<file path="src/rtl/edc_pkg.sv">
// Shared types and constants for the elevator dispatch controller.
// No dependencies; used by edc_if, edc_ctrl, edc_dp and the top level.
package edc_pkg;

    localparam int FLOOR_W  = 3;
    localparam int KIND_W   = 3;
    localparam int STATUS_W = 2;
    localparam int CNT_W    = 4;
    localparam int DIR_W    = 2;
    localparam int LOAD_W   = 8;
    localparam int WAIT_W   = 7;
    localparam int SERV_W   = 32;
    localparam int CFG_IDX_W  = 3;
    localparam int CFG_DATA_W = 8;
    localparam int MAXR_W   = 4;

    // opcodes
    localparam logic OP_REQUEST = 1'b0;
    localparam logic OP_TICK    = 1'b1;

    // status codes
    localparam logic [STATUS_W-1:0] ST_OK      = 2'd0;
    localparam logic [STATUS_W-1:0] ST_INVALID = 2'd1;
    localparam logic [STATUS_W-1:0] ST_FULL    = 2'd2;

    // move directions
    localparam logic [DIR_W-1:0] DIR_NONE = 2'b00;
    localparam logic [DIR_W-1:0] DIR_UP   = 2'b01;
    localparam logic [DIR_W-1:0] DIR_DOWN = 2'b11;

    // configuration register indexes
    localparam logic [CFG_IDX_W-1:0] CFG_MAX_LOAD   = 3'd0;
    localparam logic [CFG_IDX_W-1:0] CFG_MAX_RIDERS = 3'd1;
    localparam logic [CFG_IDX_W-1:0] CFG_KIND0_WT   = 3'd2;
    localparam logic [CFG_IDX_W-1:0] CFG_KIND1_WT   = 3'd3;
    localparam logic [CFG_IDX_W-1:0] CFG_KIND2_WT   = 3'd4;
    localparam logic [CFG_IDX_W-1:0] CFG_KIND3_WT   = 3'd5;

    // configuration reset values
    localparam logic [LOAD_W-1:0] RST_MAX_LOAD   = 8'd50;
    localparam logic [MAXR_W-1:0] RST_MAX_RIDERS = 4'd5;
    localparam logic [LOAD_W-1:0] RST_KIND0_WT   = 8'd3;
    localparam logic [LOAD_W-1:0] RST_KIND1_WT   = 8'd14;
    localparam logic [LOAD_W-1:0] RST_KIND2_WT   = 8'd10;
    localparam logic [LOAD_W-1:0] RST_KIND3_WT   = 8'd16;

    // controller to datapath
    typedef struct packed {
        logic latch;        // capture input request
        logic req;          // enqueue / reject a passenger request
        logic alight_step;  // examine one rider slot
        logic alight_end;   // commit compacted rider count
        logic pick;         // target = nearest waiting floor
        logic rider_target; // target = first rider's destination
        logic board_take;   // board the waiter at the queue head
        logic move;         // step one floor toward target
        logic out_load;     // load the result register
    } t_cmd;

    // datapath to controller
    typedef struct packed {
        logic op;
        logic has_riders;
        logic alight_done;
        logic alight_nz;
        logic has_best;
        logic best_here;
        logic board_can;
        logic board_fit;
    } t_sts;

endpackage

</file>
<file path="src/rtl/edc_if.sv">
// Valid/ready channel interfaces for requests in and results out.
// Depends on edc_pkg for field widths.
interface edc_req_if;
    logic                          valid;
    logic                          ready;
    logic                          opcode;
    logic [edc_pkg::FLOOR_W-1:0]   from_floor;
    logic [edc_pkg::FLOOR_W-1:0]   to_floor;
    logic [edc_pkg::KIND_W-1:0]    passenger_kind;

    modport source (output valid, opcode, from_floor, to_floor, passenger_kind, input ready);
    modport sink   (input valid, opcode, from_floor, to_floor, passenger_kind, output ready);
endinterface

interface edc_rsp_if;
    logic                               valid;
    logic                               ready;
    logic [edc_pkg::STATUS_W-1:0]       status;
    logic [edc_pkg::CNT_W-1:0]          alighted;
    logic [edc_pkg::CNT_W-1:0]          boarded;
    logic signed [edc_pkg::DIR_W-1:0]   move_dir;
    logic [edc_pkg::FLOOR_W-1:0]        floor_now;
    logic [edc_pkg::CNT_W-1:0]          rider_total;
    logic [edc_pkg::LOAD_W-1:0]         car_load;
    logic [edc_pkg::WAIT_W-1:0]         waiting_now;
    logic [edc_pkg::SERV_W-1:0]         serviced_count;

    modport source (output valid, status, alighted, boarded, move_dir, floor_now,
                    rider_total, car_load, waiting_now, serviced_count, input ready);
    modport sink   (input valid, status, alighted, boarded, move_dir, floor_now,
                    rider_total, car_load, waiting_now, serviced_count, output ready);
endinterface

</file>
<file path="src/rtl/edc_ram.sv">
// Generic single-write, single-read RAM with registered read data.
// No dependencies.
module edc_ram #(
    parameter int WIDTH = 8,
    parameter int DEPTH = 16
) (
    input  logic                     i_clk,
    input  logic                     i_we,
    input  logic [$clog2(DEPTH)-1:0] i_waddr,
    input  logic [WIDTH-1:0]         i_wdata,
    input  logic [$clog2(DEPTH)-1:0] i_raddr,
    output logic [WIDTH-1:0]         o_rdata
);
    logic [WIDTH-1:0] r_mem [DEPTH];
    logic [WIDTH-1:0] r_rdata;

    always_ff @(posedge i_clk) begin
        if (i_we) begin
            r_mem[i_waddr] <= i_wdata;
        end
        r_rdata <= r_mem[i_raddr];
    end

    assign o_rdata = r_rdata;
endmodule

</file>
<file path="src/rtl/edc_ctrl.sv">
// Sequencer for the dispatcher: decodes each item; a tick then passes through
// alight, board and move phases. Depends on edc_pkg; drives edc_dp via t_cmd.
module edc_ctrl (
    input  logic           i_clk,
    input  logic           i_rst_n,
    input  logic           i_in_valid,
    output logic           o_in_ready,
    output logic           o_out_valid,
    input  logic           i_out_ready,
    input  edc_pkg::t_sts  i_sts,
    output edc_pkg::t_cmd  o_cmd
);
    typedef enum logic [2:0] {
        S_IDLE, S_DECODE, S_ALIGHT, S_ALIGHT_CHK, S_BRD_RD, S_BRD_CHK, S_MOVE, S_OUT
    } t_state;

    t_state r_state, n_state;
    logic   r_out_valid, n_out_valid;
    edc_pkg::t_cmd cmd;

    // next state and commands
    always_comb begin
        n_state = r_state;
        cmd     = '0;
        unique case (r_state)
            S_IDLE: begin
                if (i_in_valid) begin
                    cmd.latch = 1'b1;
                    n_state   = S_DECODE;
                end
            end
            S_DECODE: begin
                if (i_sts.op == edc_pkg::OP_REQUEST) begin
                    cmd.req = 1'b1;
                    n_state = S_OUT;
                end else if (i_sts.has_riders) begin
                    n_state = S_ALIGHT;
                end else if (i_sts.has_best) begin
                    cmd.pick = 1'b1;
                    n_state  = i_sts.best_here ? S_BRD_RD : S_MOVE;
                end else begin
                    n_state = S_OUT;
                end
            end
            S_ALIGHT: begin
                if (i_sts.alight_done) begin
                    cmd.alight_end = 1'b1;
                    n_state        = S_ALIGHT_CHK;
                end else begin
                    cmd.alight_step = 1'b1;
                end
            end
            S_ALIGHT_CHK: begin
                if (i_sts.alight_nz) begin
                    n_state = S_OUT;
                end else begin
                    cmd.rider_target = 1'b1;
                    n_state          = S_BRD_RD;
                end
            end
            // queue head address is presented; data arrives next cycle
            S_BRD_RD: begin
                n_state = i_sts.board_can ? S_BRD_CHK : S_MOVE;
            end
            S_BRD_CHK: begin
                if (i_sts.board_fit) begin
                    cmd.board_take = 1'b1;
                    n_state        = S_BRD_RD;
                end else begin
                    n_state = S_MOVE;
                end
            end
            S_MOVE: begin
                cmd.move = 1'b1;
                n_state  = S_OUT;
            end
            S_OUT: begin
                if (!r_out_valid || i_out_ready) begin
                    cmd.out_load = 1'b1;
                    n_state      = S_IDLE;
                end
            end
            default: n_state = S_IDLE;
        endcase
    end

    always_comb begin
        n_out_valid = r_out_valid;
        if (i_out_ready) begin
            n_out_valid = 1'b0;
        end
        if (cmd.out_load) begin
            n_out_valid = 1'b1;
        end
    end

    always_ff @(posedge i_clk) begin
        if (!i_rst_n) begin
            r_state     <= S_IDLE;
            r_out_valid <= 1'b0;
        end else begin
            r_state     <= n_state;
            r_out_valid <= n_out_valid;
        end
    end

    assign o_in_ready  = (r_state == S_IDLE);
    assign o_out_valid = r_out_valid;
    assign o_cmd       = cmd;

    // a result is never overwritten while it waits
    a_no_overwrite: assert property (@(posedge i_clk) disable iff (!i_rst_n)
        (r_out_valid && !i_out_ready) |-> !cmd.out_load)
        else $error("result overwritten while pending");
    // every accepted request moves the sequencer to decode
    a_one_at_a_time: assert property (@(posedge i_clk) disable iff (!i_rst_n)
        cmd.latch |=> (r_state == S_DECODE))
        else $error("accepted request not decoded");
    // boarding only proceeds from a checked queue head
    a_board_order: assert property (@(posedge i_clk) disable iff (!i_rst_n)
        (r_state == S_BRD_CHK) |-> ($past(r_state) == S_BRD_RD))
        else $error("boarding check without read");
endmodule

</file>
<file path="src/rtl/edc_dp.sv">
// Datapath of the dispatcher: configuration, floor queues (in RAM), rider
// slots, car state and the result register. Depends on edc_pkg and edc_ram.
module edc_dp #(
    parameter int FLOORS      = 5,
    parameter int QUEUE_DEPTH = 16,
    parameter int RIDER_SLOTS = 8
) (
    input  logic                              i_clk,
    input  logic                              i_rst_n,
    input  logic                              i_cfg_we,
    input  logic [edc_pkg::CFG_IDX_W-1:0]     i_cfg_idx,
    input  logic [edc_pkg::CFG_DATA_W-1:0]    i_cfg_data,
    input  logic                              i_opcode,
    input  logic [edc_pkg::FLOOR_W-1:0]       i_from_floor,
    input  logic [edc_pkg::FLOOR_W-1:0]       i_to_floor,
    input  logic [edc_pkg::KIND_W-1:0]        i_passenger_kind,
    input  edc_pkg::t_cmd                     i_cmd,
    output edc_pkg::t_sts                     o_sts,
    output logic [edc_pkg::STATUS_W-1:0]      o_status,
    output logic [edc_pkg::CNT_W-1:0]         o_alighted,
    output logic [edc_pkg::CNT_W-1:0]         o_boarded,
    output logic [edc_pkg::DIR_W-1:0]         o_move_dir,
    output logic [edc_pkg::FLOOR_W-1:0]       o_floor_now,
    output logic [edc_pkg::CNT_W-1:0]         o_rider_total,
    output logic [edc_pkg::LOAD_W-1:0]        o_car_load,
    output logic [edc_pkg::WAIT_W-1:0]        o_waiting_now,
    output logic [edc_pkg::SERV_W-1:0]        o_serviced_count
);
    localparam int FW   = edc_pkg::FLOOR_W;
    localparam int LW   = edc_pkg::LOAD_W;
    localparam int DEPTH = FLOORS * QUEUE_DEPTH;
    localparam int AW   = $clog2(DEPTH);
    localparam int HW   = (QUEUE_DEPTH > 1) ? $clog2(QUEUE_DEPTH) : 1;
    localparam int QCW  = $clog2(QUEUE_DEPTH + 1);
    localparam int FIW  = $clog2(FLOORS);
    localparam int RCW  = $clog2(RIDER_SLOTS + 1);
    localparam int SW   = (RIDER_SLOTS > 1) ? $clog2(RIDER_SLOTS) : 1;
    localparam int EW   = FW + LW;

    // configuration
    logic [LW-1:0]                  r_max_load;
    logic [edc_pkg::MAXR_W-1:0]     r_max_riders;
    logic [LW-1:0]                  r_kind_wt [4];

    // latched item
    logic                r_op;
    logic [FW-1:0]       r_from, r_to;
    logic [edc_pkg::KIND_W-1:0] r_kind;

    // car and queue state
    logic [FW-1:0]       r_floor, r_target;
    logic [RCW-1:0]      r_rcount, r_i, r_k, r_n, r_b;
    logic [FW-1:0]       r_rdest [RIDER_SLOTS];
    logic [LW-1:0]       r_rwt   [RIDER_SLOTS];
    logic [LW-1:0]       r_load;
    logic [HW-1:0]       r_head  [FLOORS];
    logic [QCW-1:0]      r_qcnt  [FLOORS];
    logic [edc_pkg::WAIT_W-1:0] r_waiting;
    logic [edc_pkg::SERV_W-1:0] r_serviced;
    logic [edc_pkg::STATUS_W-1:0] r_status;
    logic [edc_pkg::DIR_W-1:0]    r_dir;

    // result register
    logic [edc_pkg::STATUS_W-1:0] r_o_status;
    logic [edc_pkg::CNT_W-1:0]    r_o_alighted, r_o_boarded, r_o_rtotal;
    logic [edc_pkg::DIR_W-1:0]    r_o_dir;
    logic [FW-1:0]                r_o_floor;
    logic [LW-1:0]                r_o_load;
    logic [edc_pkg::WAIT_W-1:0]   r_o_waiting;
    logic [edc_pkg::SERV_W-1:0]   r_o_serviced;

    // request checks and enqueue address
    logic           req_bad, req_full, req_ok;
    logic [FIW-1:0] req_f;
    logic [AW-1:0]  waddr;
    logic [EW-1:0]  wdata;
    logic [LW-1:0]  kind_wt;
    int             tail;

    always_comb begin
        req_bad = (r_from == '0) || (int'(r_from) > FLOORS) ||
                  (r_to == '0) || (int'(r_to) > FLOORS) || (int'(r_kind) > 3);
        req_f   = FIW'(r_from - FW'(1));
        req_full = (int'(r_qcnt[req_f]) >= QUEUE_DEPTH);
        req_ok   = !req_bad && !req_full;
        tail     = int'(r_head[req_f]) + int'(r_qcnt[req_f]);
        if (tail >= QUEUE_DEPTH) begin
            tail = tail - QUEUE_DEPTH;
        end
        waddr   = AW'(int'(req_f) * QUEUE_DEPTH + tail);
        kind_wt = r_kind_wt[r_kind[1:0]];
        wdata   = {r_to, kind_wt};
    end

    // boarding read at the current floor's queue head
    logic [FIW-1:0]  car_f;
    logic [AW-1:0]   raddr;
    logic [EW-1:0]   rdata;
    logic [FW-1:0]   rd_dest;
    logic [LW-1:0]   rd_wt;
    logic [RCW-1:0]  limit;
    logic            board_can, board_fit;

    always_comb begin
        car_f   = FIW'(r_floor - FW'(1));
        raddr   = AW'(int'(car_f) * QUEUE_DEPTH + int'(r_head[car_f]));
        rd_dest = rdata[EW-1:LW];
        rd_wt   = rdata[LW-1:0];
        limit   = (int'(r_max_riders) > RIDER_SLOTS) ? RCW'(RIDER_SLOTS)
                                                    : RCW'(r_max_riders);
        board_can = (r_qcnt[car_f] != '0) && (r_rcount < limit);
        board_fit = ({1'b0, r_load} + {1'b0, rd_wt}) <= {1'b0, r_max_load};
    end

    edc_ram #(.WIDTH(EW), .DEPTH(DEPTH)) u_queue_ram (
        .i_clk   (i_clk),
        .i_we    (i_cmd.req && req_ok),
        .i_waddr (waddr),
        .i_wdata (wdata),
        .i_raddr (raddr),
        .o_rdata (rdata)
    );

    // nearest nonempty floor, lower floor wins a tie
    logic [FW-1:0] best_f, fl, span, best_d;
    logic          found;
    always_comb begin
        found  = 1'b0;
        best_f = r_floor;
        best_d = '1;
        for (int i = 0; i < FLOORS; i++) begin
            fl   = FW'(i + 1);
            span = (fl > r_floor) ? fl - r_floor : r_floor - fl;
            if ((r_qcnt[i] != '0) && (!found || span < best_d)) begin
                found  = 1'b1;
                best_d = span;
                best_f = fl;
            end
        end
    end

    // alight scan: one rider slot per cycle
    logic [SW-1:0] ai, ak;
    logic          leaves;
    always_comb begin
        ai     = r_i[SW-1:0];
        ak     = r_k[SW-1:0];
        leaves = (r_rdest[ai] == r_floor);
    end

    always_ff @(posedge i_clk) begin
        if (!i_rst_n) begin
            r_max_load   <= edc_pkg::RST_MAX_LOAD;
            r_max_riders <= edc_pkg::RST_MAX_RIDERS;
            r_kind_wt[0] <= edc_pkg::RST_KIND0_WT;
            r_kind_wt[1] <= edc_pkg::RST_KIND1_WT;
            r_kind_wt[2] <= edc_pkg::RST_KIND2_WT;
            r_kind_wt[3] <= edc_pkg::RST_KIND3_WT;
            r_floor      <= FW'(1);
            r_rcount     <= '0;
            r_load       <= '0;
            r_waiting    <= '0;
            r_serviced   <= '0;
            for (int f = 0; f < FLOORS; f++) begin
                r_head[f] <= '0;
                r_qcnt[f] <= '0;
            end
        end else begin
            // configuration writes
            if (i_cfg_we) begin
                unique case (i_cfg_idx)
                    edc_pkg::CFG_MAX_LOAD:   r_max_load   <= i_cfg_data;
                    edc_pkg::CFG_MAX_RIDERS: r_max_riders <= i_cfg_data[edc_pkg::MAXR_W-1:0];
                    edc_pkg::CFG_KIND0_WT:   r_kind_wt[0] <= i_cfg_data;
                    edc_pkg::CFG_KIND1_WT:   r_kind_wt[1] <= i_cfg_data;
                    edc_pkg::CFG_KIND2_WT:   r_kind_wt[2] <= i_cfg_data;
                    edc_pkg::CFG_KIND3_WT:   r_kind_wt[3] <= i_cfg_data;
                    default: ;
                endcase
            end
            // enqueue
            if (i_cmd.req && req_ok) begin
                r_qcnt[req_f] <= r_qcnt[req_f] + QCW'(1);
                r_waiting     <= r_waiting + edc_pkg::WAIT_W'(1);
            end
            // alight
            if (i_cmd.alight_step && leaves) begin
                r_load <= r_load - r_rwt[ai];
            end
            if (i_cmd.alight_end) begin
                r_rcount   <= r_k;
                r_serviced <= r_serviced + edc_pkg::SERV_W'(r_n);
            end
            // board
            if (i_cmd.board_take) begin
                r_rcount       <= r_rcount + RCW'(1);
                r_load         <= r_load + rd_wt;
                r_qcnt[car_f]  <= r_qcnt[car_f] - QCW'(1);
                r_waiting      <= r_waiting - edc_pkg::WAIT_W'(1);
                if (int'(r_head[car_f]) == QUEUE_DEPTH - 1) begin
                    r_head[car_f] <= '0;
                end else begin
                    r_head[car_f] <= r_head[car_f] + HW'(1);
                end
            end
            // move
            if (i_cmd.move) begin
                if (r_target > r_floor) begin
                    r_floor <= r_floor + FW'(1);
                end else if (r_target < r_floor) begin
                    r_floor <= r_floor - FW'(1);
                end
            end
        end
    end

    // payload and per-step scratch registers
    always_ff @(posedge i_clk) begin
        if (i_cmd.latch) begin
            r_op     <= i_opcode;
            r_from   <= i_from_floor;
            r_to     <= i_to_floor;
            r_kind   <= i_passenger_kind;
            r_i      <= '0;
            r_k      <= '0;
            r_n      <= '0;
            r_b      <= '0;
            r_status <= edc_pkg::ST_OK;
            r_dir    <= edc_pkg::DIR_NONE;
            r_target <= r_floor;
        end
        if (i_cmd.req) begin
            r_status <= req_bad ? edc_pkg::ST_INVALID :
                        req_full ? edc_pkg::ST_FULL : edc_pkg::ST_OK;
        end
        if (i_cmd.alight_step) begin
            r_i <= r_i + RCW'(1);
            if (leaves) begin
                r_n <= r_n + RCW'(1);
            end else begin
                r_rdest[ak] <= r_rdest[ai];
                r_rwt[ak]   <= r_rwt[ai];
                r_k         <= r_k + RCW'(1);
            end
        end
        if (i_cmd.pick) begin
            r_target <= best_f;
        end
        if (i_cmd.rider_target) begin
            r_target <= r_rdest[0];
        end
        if (i_cmd.board_take) begin
            r_rdest[r_rcount[SW-1:0]] <= rd_dest;
            r_rwt[r_rcount[SW-1:0]]   <= rd_wt;
            r_b <= r_b + RCW'(1);
        end
        if (i_cmd.move) begin
            if (r_target > r_floor) begin
                r_dir <= edc_pkg::DIR_UP;
            end else if (r_target < r_floor) begin
                r_dir <= edc_pkg::DIR_DOWN;
            end
        end
        if (i_cmd.out_load) begin
            r_o_status   <= r_status;
            r_o_alighted <= edc_pkg::CNT_W'(r_n);
            r_o_boarded  <= edc_pkg::CNT_W'(r_b);
            r_o_dir      <= r_dir;
            r_o_floor    <= r_floor;
            r_o_rtotal   <= edc_pkg::CNT_W'(r_rcount);
            r_o_load     <= r_load;
            r_o_waiting  <= r_waiting;
            r_o_serviced <= r_serviced;
        end
    end

    always_comb begin
        o_sts.op          = r_op;
        o_sts.has_riders  = (r_rcount != '0);
        o_sts.alight_done = (r_i == r_rcount);
        o_sts.alight_nz   = (r_n != '0);
        o_sts.has_best    = found;
        o_sts.best_here   = (best_f == r_floor);
        o_sts.board_can   = board_can;
        o_sts.board_fit   = board_fit;
    end

    assign o_status         = r_o_status;
    assign o_alighted       = r_o_alighted;
    assign o_boarded        = r_o_boarded;
    assign o_move_dir       = r_o_dir;
    assign o_floor_now      = r_o_floor;
    assign o_rider_total    = r_o_rtotal;
    assign o_car_load       = r_o_load;
    assign o_waiting_now    = r_o_waiting;
    assign o_serviced_count = r_o_serviced;

    // the car holds no more riders than it has slots
    a_rider_bound: assert property (@(posedge i_clk) disable iff (!i_rst_n)
        int'(r_rcount) <= RIDER_SLOTS)
        else $error("rider count beyond slots");
    // the car never leaves the building
    a_floor_range: assert property (@(posedge i_clk) disable iff (!i_rst_n)
        (r_floor != '0) && (int'(r_floor) <= FLOORS))
        else $error("car floor out of range");
    // boarding keeps the load within the limit
    a_load_limit: assert property (@(posedge i_clk) disable iff (!i_rst_n)
        i_cmd.board_take |=> (r_load <= r_max_load))
        else $error("load above limit after boarding");
endmodule

</file>
<file path="src/rtl/elevator_dispatch_controller.sv">
// Top level of the single-car elevator dispatcher.
// Depends on edc_pkg, edc_if, edc_ram, edc_ctrl and edc_dp.

// Requests enter on i_req, one result leaves on o_rsp for each of them.
// One item is worked at a time. A passenger request is only checked and
// enqueued. A tick with an empty car and no waiters only reports; a tick
// with an empty car moves toward the nearest floor with waiters or, when it
// is there, boards waiters first. Each waiter is read from the queue RAM
// through its registered port before it boards, and boarding stops when the
// load limit would be exceeded after a read. With riders aboard the alight
// scan examines each rider slot in turn: a tick where someone leaves ends
// there; when nobody leaves, the car heads for the first rider's destination,
// boards waiters and moves one floor. A finished result waits in the output
// register while the next request is accepted; the following result then
// stalls until it is taken. Configuration writes are taken at any edge with
// i_cfg_we and must only be issued while no request is in progress.
module elevator_dispatch_controller #(
    parameter int FLOORS      = 5,
    parameter int QUEUE_DEPTH = 16,
    parameter int RIDER_SLOTS = 8
) (
    input  logic                           i_clk,
    input  logic                           i_rst_n,
    input  logic                           i_cfg_we,
    input  logic [edc_pkg::CFG_IDX_W-1:0]  i_cfg_idx,
    input  logic [edc_pkg::CFG_DATA_W-1:0] i_cfg_data,
    edc_req_if.sink                        i_req,
    edc_rsp_if.source                      o_rsp
);
    edc_pkg::t_cmd cmd;
    edc_pkg::t_sts sts;

    edc_ctrl u_ctrl (
        .i_clk       (i_clk),
        .i_rst_n     (i_rst_n),
        .i_in_valid  (i_req.valid),
        .o_in_ready  (i_req.ready),
        .o_out_valid (o_rsp.valid),
        .i_out_ready (o_rsp.ready),
        .i_sts       (sts),
        .o_cmd       (cmd)
    );

    edc_dp #(
        .FLOORS      (FLOORS),
        .QUEUE_DEPTH (QUEUE_DEPTH),
        .RIDER_SLOTS (RIDER_SLOTS)
    ) u_dp (
        .i_clk            (i_clk),
        .i_rst_n          (i_rst_n),
        .i_cfg_we         (i_cfg_we),
        .i_cfg_idx        (i_cfg_idx),
        .i_cfg_data       (i_cfg_data),
        .i_opcode         (i_req.opcode),
        .i_from_floor     (i_req.from_floor),
        .i_to_floor       (i_req.to_floor),
        .i_passenger_kind (i_req.passenger_kind),
        .i_cmd            (cmd),
        .o_sts            (sts),
        .o_status         (o_rsp.status),
        .o_alighted       (o_rsp.alighted),
        .o_boarded        (o_rsp.boarded),
        .o_move_dir       (o_rsp.move_dir),
        .o_floor_now      (o_rsp.floor_now),
        .o_rider_total    (o_rsp.rider_total),
        .o_car_load       (o_rsp.car_load),
        .o_waiting_now    (o_rsp.waiting_now),
        .o_serviced_count (o_rsp.serviced_count)
    );
endmodule
</file>
<file path="src/flat_wrapper.sv">
// flat-port wrapper written by rule: the top's interface ports become plain ports
module elevator_dispatch_controller_flat 
#(
    parameter int FLOORS      = 5,
    parameter int QUEUE_DEPTH = 16,
    parameter int RIDER_SLOTS = 8
)
  (i_clk, i_rst_n, i_cfg_we, i_cfg_idx, i_cfg_data, i_req_valid, i_req_opcode, i_req_from_floor, i_req_to_floor, i_req_passenger_kind, i_req_ready, o_rsp_valid, o_rsp_status, o_rsp_alighted, o_rsp_boarded, o_rsp_move_dir, o_rsp_floor_now, o_rsp_rider_total, o_rsp_car_load, o_rsp_waiting_now, o_rsp_serviced_count, o_rsp_ready);
  edc_req_if i_req_i ();
  edc_rsp_if o_rsp_i ();
  input  logic i_clk;
  input  logic i_rst_n;
  input  logic i_cfg_we;
  input  logic [edc_pkg::CFG_IDX_W-1:0] i_cfg_idx;
  input  logic [edc_pkg::CFG_DATA_W-1:0] i_cfg_data;
  input wire logic [$bits(i_req_i.valid)-1:0] i_req_valid;
  input wire logic [$bits(i_req_i.opcode)-1:0] i_req_opcode;
  input wire logic [$bits(i_req_i.from_floor)-1:0] i_req_from_floor;
  input wire logic [$bits(i_req_i.to_floor)-1:0] i_req_to_floor;
  input wire logic [$bits(i_req_i.passenger_kind)-1:0] i_req_passenger_kind;
  output wire logic [$bits(i_req_i.ready)-1:0] i_req_ready;
  output wire logic [$bits(o_rsp_i.valid)-1:0] o_rsp_valid;
  output wire logic [$bits(o_rsp_i.status)-1:0] o_rsp_status;
  output wire logic [$bits(o_rsp_i.alighted)-1:0] o_rsp_alighted;
  output wire logic [$bits(o_rsp_i.boarded)-1:0] o_rsp_boarded;
  output wire logic [$bits(o_rsp_i.move_dir)-1:0] o_rsp_move_dir;
  output wire logic [$bits(o_rsp_i.floor_now)-1:0] o_rsp_floor_now;
  output wire logic [$bits(o_rsp_i.rider_total)-1:0] o_rsp_rider_total;
  output wire logic [$bits(o_rsp_i.car_load)-1:0] o_rsp_car_load;
  output wire logic [$bits(o_rsp_i.waiting_now)-1:0] o_rsp_waiting_now;
  output wire logic [$bits(o_rsp_i.serviced_count)-1:0] o_rsp_serviced_count;
  input wire logic [$bits(o_rsp_i.ready)-1:0] o_rsp_ready;
  assign i_req_i.valid = i_req_valid;
  assign i_req_i.opcode = i_req_opcode;
  assign i_req_i.from_floor = i_req_from_floor;
  assign i_req_i.to_floor = i_req_to_floor;
  assign i_req_i.passenger_kind = i_req_passenger_kind;
  assign i_req_ready = i_req_i.ready;
  assign o_rsp_valid = o_rsp_i.valid;
  assign o_rsp_status = o_rsp_i.status;
  assign o_rsp_alighted = o_rsp_i.alighted;
  assign o_rsp_boarded = o_rsp_i.boarded;
  assign o_rsp_move_dir = o_rsp_i.move_dir;
  assign o_rsp_floor_now = o_rsp_i.floor_now;
  assign o_rsp_rider_total = o_rsp_i.rider_total;
  assign o_rsp_car_load = o_rsp_i.car_load;
  assign o_rsp_waiting_now = o_rsp_i.waiting_now;
  assign o_rsp_serviced_count = o_rsp_i.serviced_count;
  assign o_rsp_i.ready = o_rsp_ready;
  elevator_dispatch_controller #(.FLOORS(FLOORS), .QUEUE_DEPTH(QUEUE_DEPTH), .RIDER_SLOTS(RIDER_SLOTS)) u_core (.i_clk(i_clk), .i_rst_n(i_rst_n), .i_cfg_we(i_cfg_we), .i_cfg_idx(i_cfg_idx), .i_cfg_data(i_cfg_data), .i_req(i_req_i), .o_rsp(o_rsp_i));
endmodule
</file>
<file path="config.mk">
export PLATFORM = sky130hd
export DESIGN_NAME = elevator_dispatch_controller_flat
export DESIGN_NICKNAME = d
export VERILOG_FILES = /design/src/rtl/edc_pkg.sv /design/src/rtl/edc_if.sv /design/src/rtl/edc_ram.sv /design/src/rtl/edc_ctrl.sv /design/src/rtl/edc_dp.sv /design/src/rtl/elevator_dispatch_controller.sv /design/src/flat_wrapper.sv
export SDC_FILE = /design/constraint.sdc
export NUM_CORES = 2
export LEC_CHECK = 0
export ABC_AREA = 1
export BUFFER_PORTS_ARGS = -buffer_cell sky130_fd_sc_hd__buf_2
export CAP_MARGIN = 20
export CORE_MARGIN = 2
export CORE_UTILIZATION = 25
export CTS_CLUSTER_DIAMETER = 80
export CTS_CLUSTER_SIZE = 24
export DETAILED_ROUTE_END_ITERATION = 16
export PLACE_DENSITY = 0.46
export SYNTH_ARGS = -nofsm -noshare
export SYNTH_HDL_FRONTEND = slang
export SYNTH_SLANG_ARGS = --single-unit
</file>
<file path="constraint.sdc">
create_clock -name i_clk -period 7.3 [get_ports i_clk]
set_input_delay 0.365 -clock i_clk [delete_from_list [all_inputs] [get_ports i_clk]]
set_output_delay 0.365 -clock i_clk [all_outputs]
set_load 0.03 [all_outputs]
</file>
==> impl_metrics.csv <==
group,metric,value,unit
cts,insertion_delay,740,ps
setup_path,crit_path_start_kind,"flop",
placed_design,routabilityCongestion,0.836,
cells_and_area,layout.nets,4545,
timing,drv_slew,0,
setup_path,path_common_cell,"nand2_1",
route,detail_route.wl_per_cell,21.3,um
timing,finalCritPeriodShare,88.7,%
route,drc_errors,0,
logic_synthesis,yosysWarnings,0,
setup_path,criticalPathCategory,"flop to flop",
logic_synthesis,synth.largest_area_cell,"edfxtp_1",
logic_synthesis,synth_flop_cell,"edfxtp_1",
cts,cts_tree,"yes",
cells_and_area,area_delta_synth_final,13.4,%
timing,fin_tns_setup,0,ps
power,vdd_ir_drop_max,0.224,mV
route,first_pass_iters,5,
logic_synthesis,syn_nets,4463,
power,p_leak,19.3,nW
setup_path,cp-end-kind,"flop",
floorplanning,dieArea,0.214,sq mm
status,status,"completed",
global_routing,antenna_found_initial,3,
timing,fin_worst_skew,40.3,ps
timing,worstMarginPinSlew,1150,ps
timing,maxSlewHeadroom,23.4,%
logic_synthesis,ys_seq_elements,1257,
cts,cts_made_buffers,76,
placed_design,place_ws,733,ps
cells_and_area,drive_above_1_share,9.32,%
global_routing,overflow,0,
route,ant_nets,0,
logic_synthesis,synth_commonest_cells,"edfxtp_1, nor2_1, o21ai_0",
global_routing,grt_pass1_wl,228000,um
job,cap_violations,0,
cells_and_area,layout.cells.non_filler,7305,
power,finalPower,20.3,mW
floorplanning,initial_core_util,25.1,%
logic_synthesis,syn_area,0.0526,sq mm
floorplanning,chipHeight,463,um
timing,rsz0062_at_grt,"false",
logic_synthesis,ys_seq_area_share,70.0,%
timing,fmax,154,MHz
logic_synthesis,synth_edf_count,1161,
logic_synthesis,ys_types,57,
setup_path,critPathMaxStageDelay,470,ps
logic_synthesis,async_reset_ff_share,0,%
min_path,holdCritPathClass,"input port to flop",
cts,root_buffer,"clkbuf_16",
logic_synthesis,synthTopCellsByArea,"edfxtp_1, o21ai_0, nor2_1, o221ai_1, dfxtp_1",
route,totalWireLength,155000,um
cts,htree_levels,3,
logic_synthesis,synth.top_cell.area_share,66.3,%
timing,setup_viol,0,
global_routing,track_usage,14.1,%
placed_design,dp.cells,7136,
setup_path,crit_slowest_cell,"dfxtp_2",
floorplanning,die_x,463,um
setup_path,cp_max_fo,12,
setup_path,critical_path_arrival,7070,ps
cells_and_area,multi_input_area,0.0140,sq mm
floorplanning,core_area,0.209,sq mm
cts,cts_setup_buffers,0,
logic_synthesis,synth.most_common_cell,"edfxtp_1",
cells_and_area,register_area,0.0368,sq mm
timing,final-hold-violation-count,0,
route,vias,34600,
floorplanning,rows,168,
global_routing,grt_pass1_vias,33100,
route,drt-initial-drc-count,3312,
logic_synthesis,synthCells,4359,
logic_synthesis,syn_avg_cell_area,12.1,sq um
cts,cts_buffer_depth,3,
placed_design,dp_hpwl,94900,um
placed_design,io_buffers,93,
power,p_per_area,341,mW/mm^2
floorplanning,io_pins,94,
cells_and_area,n_fill_cell,21500,
cts,cts.clk_slew.worst_paths,100,ps
route,viasPerCell,4.74,
global_routing,grt_max_degree,163,
timing,finalWorstSetupSlack,827,ps
setup_path,crit_required,7900,ps
cts,clock-sinks,1257,
timing,min_period,6470,ps
==> what timing repair did <==
item                                    in CTS  in global routing
endpoints found under the setup margin       0                  2
gates resized for setup                      0                  1
hold buffers                                12                  0
endpoints found under the hold margin       14                  0
==> layout by cell type, fill, tap and decap left out, types with 5 or more instances in the layout <==
master / count
nor2_1: 782
nand4_1: 19
nor4_1: 7
buf_6: 24
buf_2: 93
o221ai_1: 222
o21ai_1: 71
clkbuf_16: 76
nor2_2: 12
inv_6: 12
buf_4: 118
edfxtp_1: 1161
dfxtp_1: 95
ha_1: 72
or3b_1: 11
clkbuf_1: 14
nor3_1: 48
dlygate4sd3_1: 12
a31oi_1: 15
clkinv_8: 8
a21oi_1: 181
inv_1: 212
o211ai_1: 16
xnor2_1: 24
xor2_1: 29
inv_8: 7
inv_16: 5
o22ai_1: 25
nor3b_1: 5
o21ai_0: 597
o22ai_4: 8
inv_2: 12
nand2_1: 264
nand3_1: 163
buf_12: 6
fa_1: 6
==> metrics by stage <==
step / hold WS, ps / cell area (sq um) / utilization (%)
detailed placement: 413 / 56700 / 27.1
global route: 40.2 / 59600 / 28.5
global placement: 409 / 56500 / 27.0
finish: 61.5 / 59600 / 28.5
floorplan: 400 / 52600 / -
CTS: 6.62 / 59400 / 28.4
==> where the power goes <==
part	leakage, nW	switching (mW)	total, mW	internal (mW)
registers	11.3	0.211	9.27	9.06
logic	6.76	4.68	6.16	1.48
clock network	1.24	2.71	4.89	2.18
total	19.3	7.60	20.3	12.7
==> worst max-delay path: cells and delay by family (launching register included) <==
kind / cells / cell delay (ps)
AND/OR/NAND/NOR: 24 / 1900
adder cells (fa/ha/maj): 6 / 1870
AO/OA/AOI/OAI: 9 / 1640
flip-flops: 1 / 470
buffers and inverters: 4 / 460
==> state kept, by name (all words and copies together), names as in the netlist, 24 cells and up, named ones only <==
signal                         flops
u_core.u_dp.u_queue_ram.r_mem    880
u_core.u_dp.r_rwt                 64
u_core.u_dp.r_qcnt                40
u_core.u_dp.o_serviced_count      32
u_core.u_dp.r_head                32
u_core.u_dp.r_kind_wt             32
u_core.u_dp.r_serviced            32
u_core.u_dp.r_rdest               24
==> final timing paths <==
| check | from | end | slack (ps) | cells past startpoint |
|---|---|---|---|---|
| setup / recovery | u_core.u_dp.r_floor[1] | u_core.u_ctrl.r_state[1] | 830 | 43 |
| hold / removal | i_cfg_data[0] | u_core.u_dp.r_max_load[0] | 60 | 3 |
| setup reg to reg | u_core.u_dp.r_floor[1] | u_core.u_ctrl.r_state[1] | 830 | 43 |
| hold reg to reg | u_core.u_dp.r_kind[1] | flop | 420 | 2 |
==> kinds of logic (layout without fill, tap and decap cells) <==
kind of cell               Yosys count  count (layout)  synth area share (%)
AOI/OAI and AO/OA                 1162            1162                  13.1
DFF                               1257            1257                  70.0
adders and majority gates           78              78                  1.94
buffers and inverters              479             617                  3.64
and+or+nand+nor                   1328            1328                  10.5
muxes                                2               2                0.0381
other                                0               3                     0
xor gates and xnor gates            53              53                 0.883
==> metal layers <==
layer	part of all wire [%]	GRT usage, %	wire length, um	vias to the layer above
li1	-	-	-	16100
met1	47	20.0	72300	17500
met2	47	22.9	73200	845
met3	4.6	1.62	7180	142
met4	1.8	3.19	2810	0
met5	0	0	0	-
==> area by class of cell <==
cell class,count,area share (%)
clock inverters,43,1.05
multi-input cells,2623,23.5
diodes,3,0.0126
well taps,2805,5.89
repair buffers,253,3.12
flip-flops and latches,1257,61.7
clock buffers,91,3.30
inverters,230,1.47
(Power assumes the default switching activity.)
